===== src/hdl/fwt_pkg.sv =====
package fwt_pkg;

  localparam int DEF_TABLE_DEPTH     = 64;
  localparam int DEF_ADDRESS_WIDTH   = 64;
  localparam int DEF_THREAD_ID_WIDTH = 16;

  localparam int IN_ADDR_W = 64;
  localparam int IN_TID_W  = 16;

  typedef enum logic [1:0] {
    OP_ADD           = 2'd0,
    OP_POP           = 2'd1,
    OP_REMOVE        = 2'd2,
    OP_REMOVE_THREAD = 2'd3
  } op_t;

  // per-cell control from the sequencer
  typedef struct packed {
    logic cmp;    // compare against the operation, seed the hit wave
    logic scan;   // advance the hit wave by one cell
    logic shift;  // take the right neighbor's entry
    logic wr;     // load the operation's entry
  } cell_ctl_t;

endpackage


===== src/hdl/fwt_cell.sv =====
module fwt_cell
  import fwt_pkg::*;
#(
  parameter int ADDRESS_WIDTH   = DEF_ADDRESS_WIDTH,
  parameter int THREAD_ID_WIDTH = DEF_THREAD_ID_WIDTH
) (
  input  logic                       clk,
  input  logic                       rst_n,
  input  cell_ctl_t                  ctl,
  input  logic                       occupied,
  input  op_t                        op_func,
  input  logic [ADDRESS_WIDTH-1:0]   op_addr,
  input  logic [THREAD_ID_WIDTH-1:0] op_tid,
  input  logic                       left_acc,
  input  logic [THREAD_ID_WIDTH-1:0] left_wk,
  input  logic [ADDRESS_WIDTH-1:0]   right_addr,
  input  logic [THREAD_ID_WIDTH-1:0] right_thr,
  output logic                       acc,
  output logic [THREAD_ID_WIDTH-1:0] wk,
  output logic [ADDRESS_WIDTH-1:0]   addr,
  output logic [THREAD_ID_WIDTH-1:0] thr
);

  logic                       hit_r, hit_nxt;
  logic                       acc_r, acc_nxt;
  logic [THREAD_ID_WIDTH-1:0] wk_r, wk_nxt;
  logic [ADDRESS_WIDTH-1:0]   addr_r, addr_nxt;
  logic [THREAD_ID_WIDTH-1:0] thr_r, thr_nxt;
  logic                       match;

  always_comb begin
    case (op_func)
      OP_ADD, OP_REMOVE_THREAD: match = (thr_r == op_tid);
      OP_POP:                   match = (addr_r == op_addr);
      OP_REMOVE:                match = (addr_r == op_addr) && (thr_r == op_tid);
      default:                  match = 1'b0;
    endcase
  end

  always_comb begin
    hit_nxt  = hit_r;
    acc_nxt  = acc_r;
    wk_nxt   = wk_r;
    addr_nxt = addr_r;
    thr_nxt  = thr_r;
    if (ctl.cmp) begin
      hit_nxt = occupied && match;
      acc_nxt = occupied && match;
      wk_nxt  = (occupied && match) ? thr_r : '0;
    end else if (ctl.scan) begin
      // running OR of hits from cell 0; wk carries the first hit's thread
      acc_nxt = left_acc | hit_r;
      wk_nxt  = left_acc ? left_wk : (hit_r ? thr_r : '0);
    end
    if (ctl.shift) begin
      addr_nxt = right_addr;
      thr_nxt  = right_thr;
    end else if (ctl.wr) begin
      addr_nxt = op_addr;
      thr_nxt  = op_tid;
    end
  end

  always_ff @(posedge clk) begin
    if (!rst_n) begin
      hit_r <= 1'b0;
      acc_r <= 1'b0;
    end else begin
      hit_r <= hit_nxt;
      acc_r <= acc_nxt;
    end
  end

  always_ff @(posedge clk) begin
    wk_r   <= wk_nxt;
    addr_r <= addr_nxt;
    thr_r  <= thr_nxt;
  end

  assign acc  = acc_r;
  assign wk   = wk_r;
  assign addr = addr_r;
  assign thr  = thr_r;

endmodule


===== config.mk =====
export PLATFORM = sky130hd
export DESIGN_NAME = fwt_cell
export DESIGN_NICKNAME = d
export VERILOG_FILES = /design/src/hdl/fwt_pkg.sv /design/src/hdl/fwt_cell.sv
export SDC_FILE = /design/constraint.sdc
export NUM_CORES = 1
export LEC_CHECK = 0
export ABC_AREA = 1
export ABC_CLOCK_PERIOD_IN_PS = 2100
export BUFFER_PORTS_ARGS = -buffer_cell sky130_fd_sc_hd__buf_2
export CORE_ASPECT_RATIO = 1.4
export CORE_MARGIN = 2
export CORE_UTILIZATION = 43
export DETAILED_ROUTE_END_ITERATION = 10
export GPL_ROUTABILITY_DRIVEN = 1
export PLACE_DENSITY_LB_ADDON = 0.3
export SYNTH_ARGS = -nofsm -noshare
export SYNTH_HDL_FRONTEND = slang
export SYNTH_SLANG_ARGS = --single-unit

===== constraint.sdc =====
create_clock -name clk -period 2.1 [get_ports clk]
set_input_delay 0.105 -clock clk [delete_from_list [all_inputs] [get_ports clk]]
set_output_delay 0.105 -clock clk [all_outputs]
set_load 0.05 [all_outputs]

==> results of run 1 <==
-- tightest hold or removal path, delay by kind of cell --
| kind | cells | cell delay [ps] |
|---|---|---|
| and+or+nand+nor | 2 | 90 |
| buffers and inverters | 1 | 70 |
-- per-layer routing --
metal | up-vias | part of all wire [%] | GRT usage (%)
li1 | 3050 | - | -
met2 | 219 | 51 | 38.38
met4 | 2 | 3.4 | 9.388
met3 | 39 | 6.9 | 4.354
met5 | - | 0.081 | 0
met1 | 2580 | 38 | 23.91
-- cells by family after synthesis --
logic type / after synthesis / share of synthesized area, %
compound gates: 106 / 10.55
simple gates: 417 / 26.79
fa+ha+maj: 2 / 0.4179
xor+xnor: 10 / 1.463
flops: 98 / 48.82
buf+inv: 186 / 11.95
-- stage by stage --
stage / area, µm² / worst slack [ps] / hold slack, ps / utilization, %
after floorplan: 5987 / 38.52 / 256.8 / -
after global placement: 7606 / 315.4 / 375.8 / 55.18
after detailed placement: 7606 / 277.9 / 376.3 / 55.18
after CTS: 7915 / 256.3 / 25.94 / 57.43
after global routing: 7915 / 64.95 / 43.69 / 57.43
final: 7915 / 287.6 / 39.44 / 57.43
-- area by class of cell --
| type | instances | area (µm²) | area share [%] |
|---|---|---|---|
| clock buffers | 10 | 229.0 | 2.893 |
| repair buffers | 287 | 1489 | 18.81 |
| multi-input cells | 535 | 2351 | 29.70 |
| flip-flops and latches | 98 | 2923 | 36.93 |
| well taps | 185 | 231.5 | 2.924 |
| inverters | 163 | 611.8 | 7.730 |
| clock inverters | 5 | 80.08 | 1.012 |
-- report_power, final --
group / internal, W / switching [W]
sequential: 0.00240 / 0.000144
clock: 0.00104 / 0.000707
combinational: 0.000486 / 0.00128
-- worst min-delay path by stage --
stage                   start                 end  slack, ps
2_1_floorplan           rst_n  hit_r$_SDFFE_PN0P_        260
3_3_place_gp   right_addr[47]  addr[47]$_DFFE_PP_        380
3_5_place_dp    right_addr[3]   addr[3]$_DFFE_PP_        380
4_1_cts         right_addr[3]   addr[3]$_DFFE_PP_         30
5_1_grt        right_addr[47]  addr[47]$_DFFE_PP_         40
6_report       right_addr[47]  addr[47]$_DFFE_PP_         40
-- layout by cell type, fill, tap and decap left out --
cell,n
nor2_2,1
bufinv_16,2
clkbuf_16,9
ha_1,2
o211ai_1,15
clkinvlp_4,1
nor2_1,54
inv_2,11
a21oi_4,3
buf_4,3
clkinv_4,1
buf_12,3
nand3_1,2
inv_1,151
nand3_2,1
clkbuf_1,1
buf_2,281
edfxtp_1,96
or2_4,1
xor2_1,10
dfxtp_1,2
o21ai_2,8
nand2_4,1
clkinv_1,2
nor2_4,2
nand2_2,1
nand2_1,354
a21oi_1,1
o21ai_0,79
-- state kept, by name, summed over array words and instances, names as in the netlist --
name / count
addr: 64
thr: 16
wk: 16
acc: 1
hit_r: 1
==> out/qor.csv, run 1 <==
stage;metric;value;unit
synthesis;yosys_warnings;0;
synthesis;synth_edf_count;96;
drt;antenna_left;0;
clock_network;cts.reportedPaths.clkPinSlew;70;ps
synthesis;synth_flop_cell;edfxtp_1;
final_layout;area_growth;32.20;%
min_path;min_path_type;input pin to flop;
setup_path;cp.required;2280;ps
sta;achievable-frequency;551.7;MHz
setup_path;crit_fanout;17;
drt;wire_per_inst;12.45;µm
setup_path;cp.arrival;1990;ps
placement;gp_routability_congestion;0.8245;
setup_path;crit-reg2reg-launch;addr[55]$_DFFE_PP_;
global_route;maximum_number_of_pins_on_one_net_before_global_route_repair;87;
drt;detailedRoute.firstPassIterationCount;5;
synthesis;post_synth.cell_area_avg;7.310;µm²
clock_network;clock_latency_of_the_later_clocked_register_in_the_worst_skew_pair;340;ps
outcome;outcome;finished clean;
clock_network;clock_path_buffers;2;
setup_path;critical_path_end_type;flop;
clock_network;post_cts_buffers;0;
floorplanning;placeableCoreArea;0.01378;mm²
setup_path;critPathTopFamily;simple AND/OR/NAND/NOR gates;
global_route;total_congestion_overflow;0;
drt;drt-total-wl;15.97;mm
synthesis;synth_commonest_cells;354 x nand2_1, 151 x inv_1, 96 x edfxtp_1;
power_and_ir_drop;power.ir.vdd_worst;0.0004137;V
floorplanning;width_of_the_die;103.7;µm
setup_path;crit_end;wk[1]$_DFFE_PP_;
synthesis;synth.top_cells.by_area;edfxtp_1 48%, nand2_1 22%, inv_1 9.5%;
floorplanning;core.rowCount;51;
final_layout;num-nets-final;1282;
synthesis;post-synth-top-area-cell;edfxtp_1;
global_route;grt_pass1_vias;5433;
synthesis;synthesis.nets;1007;
sta;maxSlewViolCount;0;
floorplanning;design.die.area;0.01490;mm²
drt;vias_per_cell;4.591;
drt;initialDrtViolationCount;206;
sta;tightestPinTransition;1187;ps
setup_path;crit_buf_inv;0;
placement;dp_cells;1268;
clock_network;cts_resized;0;
floorplanning;io_pins;283;
sta;final_layout_setup_total_negative_slack;0;ps
placement;post-dp-hpwl;12.69;mm
setup_path;reg2reg_depth;11;
setup_path;cell_seen_most_often_among_critical_path_stages;nand2_1;
sta;fin_crit_sh;86.31;%
clock_network;cts.sink_count;98;
setup_path;critical_path.cell_chain;nand2_1 > nand2_1 > nor2_1 > nand2_1 > nor2_1 > nand2_1 > nor2_4 > nand3_2 > nand2_2 > nand2_4 > o21ai_0;
synthesis;netlist_instances;819;
sta;rsz_0062_raised_after_global_routing;no;
setup_path;critical_path.max_stage_delay;410;ps
clock_network;clock_tree.htree_level_count;3;
global_route;grt_usage;21.07;%
sta;worst_slew_margin_rel;20.55;%
synthesis;synth.yosys.seq_area_share;48.82;%
drt;post-route-drc-count;0;
setup_path;crit_start;addr[55]$_DFFE_PP_;
clock_network;post_cts_hold_buffer_count;0;
floorplanning;initial_core_utilization;43.44;%
synthesis;synthesis.area;0.005987;mm²
final_layout;n_fill_cell;1365;
synthesis;synth_top_cell_area_share;48.15;%
synthesis;ys_async_sr_fraction;0;%
setup_path;crit_cells;11;
setup_path;timing.rr.end;wk[1]$_DFFE_PP_;
clock_network;tritoncts.num_buffers;9;
placement;portBuffers;282;
final_layout;n_antenna_cell;0;
flow_run;max_capacitance_violation_total;0;
min_path;worst_hold_path.num_cells;3;
drt;routed-via-count;5890;
setup_path;timing_worst_setup_path_type;flop to flop;
global_route;first_pass_grt_wire_length;25.07;mm
setup_path;start_kind;flop;
synthesis;yosys.cell_count.top_type;nand2_1;
floorplanning;fp.dieH;143.6;µm
setup_path;worst_path_max_delay_cell;edfxtp_1;
clock_network;root_buffer;clkbuf_16;
clock_network;cts_tree;built;
power_and_ir_drop;static-leakage-power;4.403;nW
sta;setup_viol;0;
global_route;grt_antenna_before_repair;1;
synthesis;synth_seq_cells;98;
sta;final.setup_skew;8.948;ps
sta;final.min_clock_period;1812;ps
final_layout;drive_above_1_share;29.96;%
synthesis;synthDistinctLibCells;24;
power_and_ir_drop;power_density;765.2;mW/mm²
setup_path;reg2reg_setup_slack;290;ps
sta;hold_violations;0;
final_layout;layout.cells.non_filler;1283;
power_and_ir_drop;totalPowerFinal;0.006056;W
Power figures use the tool's default switching activity.
==> run 2, diff against run 1 <==
==> constraint.sdc (replaced) <==
create_clock -name clk -period 2.1 [get_ports clk]
set_input_delay 0.315 -clock clk [delete_from_list [all_inputs] [get_ports clk]]
set_output_delay 0.315 -clock clk [all_outputs]
set_load 0.05 [all_outputs]
==> out/qor.csv, run 2 (synthesized netlist as in run 1, its figures left out) <==
stage;metric;value;unit
outcome;outcome;finished clean;
drt;initialDrtViolationCount;267;
sta;worst_slew_margin_rel;23.65;%
power_and_ir_drop;sequential_power_share;41.3;%
drt;routed-via-count;5787;
min_path;min_path_type;input pin to flop;
power_and_ir_drop;totalPowerFinal;0.006171;W
sta;achievable-frequency;546.1;MHz
clock_network;root_buffer;clkbuf_16;
power_and_ir_drop;clock_power_share;30.2;%
floorplanning;placeableCoreArea;0.01378;mm²
floorplanning;initial_core_utilization;43.44;%
global_route;total_congestion_overflow;0;
floorplanning;fp.dieH;143.6;µm
sta;rsz_0062_raised_after_global_routing;no;
floorplanning;core.rowCount;51;
clock_network;post_cts_buffers;0;
setup_path;start_kind;flop;
sta;final.setup_skew;12.49;ps
clock_network;cts_resized;0;
flow_run;max_capacitance_violation_total;0;
clock_network;clock_tree.htree_level_count;3;
final_layout;stdcell_area;0.007941;mm²
clock_network;cts_tree;built;
setup_path;critical_path_end_type;flop;
final_layout;largest_register_ffs;64;
clock_network;post_cts_hold_buffer_count;0;
clock_network;clock_path_buffers;2;
power_and_ir_drop;p_int;0.004043;W
setup_path;timing_worst_setup_path_type;flop to flop;
drt;wire_per_inst;12.24;µm
setup_path;cp.required;2280;ps
floorplanning;design.die.area;0.01490;mm²
drt;vias_per_cell;4.507;
final_layout;drive_above_1_share;30.05;%
power_and_ir_drop;power.ir.vdd_worst;0.0004291;V
power_and_ir_drop;power_density;777.0;mW/mm²
final_layout;num-nets-final;1282;
final_layout;mostFrequentLayoutCells;354 x nand2_1, 281 x buf_2, 151 x inv_1;
setup_path;crit_fanout;17;
setup_path;cp.arrival;2010;ps
power_and_ir_drop;power_switching_share;34.48;%
drt;antenna_left;0;
sta;maxSlewViolCount;0;
sta;final_layout_setup_total_negative_slack;0;ps
clock_network;cts.sink_count;98;
clock_network;tritoncts.num_buffers;9;
global_route;grt_usage;20.56;%
sta;tightestPinTransition;1141;ps
drt;drt-total-wl;15.72;mm
global_route;grt_antenna_before_repair;0;
floorplanning;width_of_the_die;103.7;µm
placement;post-dp-hpwl;12.41;mm
final_layout;final_common_cell;nand2_1;
power_and_ir_drop;p_sw;0.002127;W
placement;portBuffers;282;
global_route;maximum_number_of_pins_on_one_net_before_global_route_repair;88;
placement;placement.cell_area;0.007606;mm²
drt;detailedRoute.firstPassIterationCount;5;
final_layout;area_growth;32.64;%
drt;post-route-drc-count;0;
sta;final.min_clock_period;1831;ps
floorplanning;io_pins;283;
sta;fin_crit_sh;87.20;%
power_and_ir_drop;power_frac_comb;28.5;%
sta;hold_violations;0;
global_route;first_pass_grt_wire_length;24.39;mm
clock_network;clock_latency_of_the_later_clocked_register_in_the_worst_skew_pair;340;ps
placement;gp_routability_congestion;0.8484;
sta;setup_viol;0;
global_route;grt_pass1_vias;5302;
clock_network;cts.reportedPaths.clkPinSlew;70;ps
power_and_ir_drop;static-leakage-power;4.419;nW
run 2: cell types whose count changed in the layout (fill, tap and decap cells not counted):
cell	change
bufinv_16	+1
clkinvlp_4	-1
clkinv_1	-1
clkinv_2	+1
diode_2	+1
run 2: critical path, cell delays in order, from the launching register on:
cell and delay (ps):
edfxtp_1 440, nand2_1 100, nand2_1 50, nor2_1 140
nand2_1 80, nor2_2 120, nand3_1 80, nand2_1 110
nand3_2 90, nand2_2 100, nand2_4 160, o21ai_0 200
run 2: worst paths after layout:
kind	slack, ps	startpoint	to	cells after the start
hold reg to reg	540	hit_r$_SDFFE_PN0P_	hit_r$_SDFFE_PN0P_	2
setup / recovery	270	thr[2]$_DFFE_PP_	wk[0]$_DFFE_PP_	11
setup reg to reg	270	thr[2]$_DFFE_PP_	wk[0]$_DFFE_PP_	11
hold / removal	250	rst_n	hit_r$_SDFFE_PN0P_	3
run 2: final cells by class:
| class | instances | area [µm²] |
|---|---|---|
| clock buffers | 10 | 229.0 |
| diodes | 1 | 2.502 |
| inverters | 163 | 611.8 |
| fillers | 1346 | 5842 |
| multi-input cells | 535 | 2351 |
| repair buffers | 287 | 1489 |
| flip-flops and latches | 98 | 2923 |
| well taps | 185 | 231.5 |
| clock inverters | 5 | 103.9 |
run 2: routing by layer:
layer	vias up	GRT usage (%)	wire length, µm
met1	2512	22.63	6121
met4	0	7.326	323
met5	-	0	0
li1	3057	-	-
met3	21	5.624	1172
met2	197	38.17	8098
run 2: power by group through the flow:
| stage | Sequential, W | Combinational (W) | Clock (W) |
|---|---|---|---|
| 5_1_grt | 0.00258 | 0.00191 | 0.00198 |
| 3_5_place_dp | 0.00259 | 0.00177 | 0 |
| 3_3_place_gp | 0.00258 | 0.00176 | 0 |
| 6_report | 0.00255 | 0.00176 | 0.00186 |
| 4_1_cts | 0.00255 | 0.00178 | 0.00191 |
| 2_1_floorplan | 0.00330 | 0.000525 | 0 |
run 2: through the flow:
stage	setup slack (ps)	hold WS, ps	utilization [%]	cells
after detailed placement	218.6	531.3	55.18	1268
after global placement	255.3	519.8	55.18	1268
after CTS	217.0	238.0	57.60	1283
final	268.8	252.5	57.62	1284
after global routing	47.42	239.4	57.60	1283
after floorplan	215.4	466.8	-	819
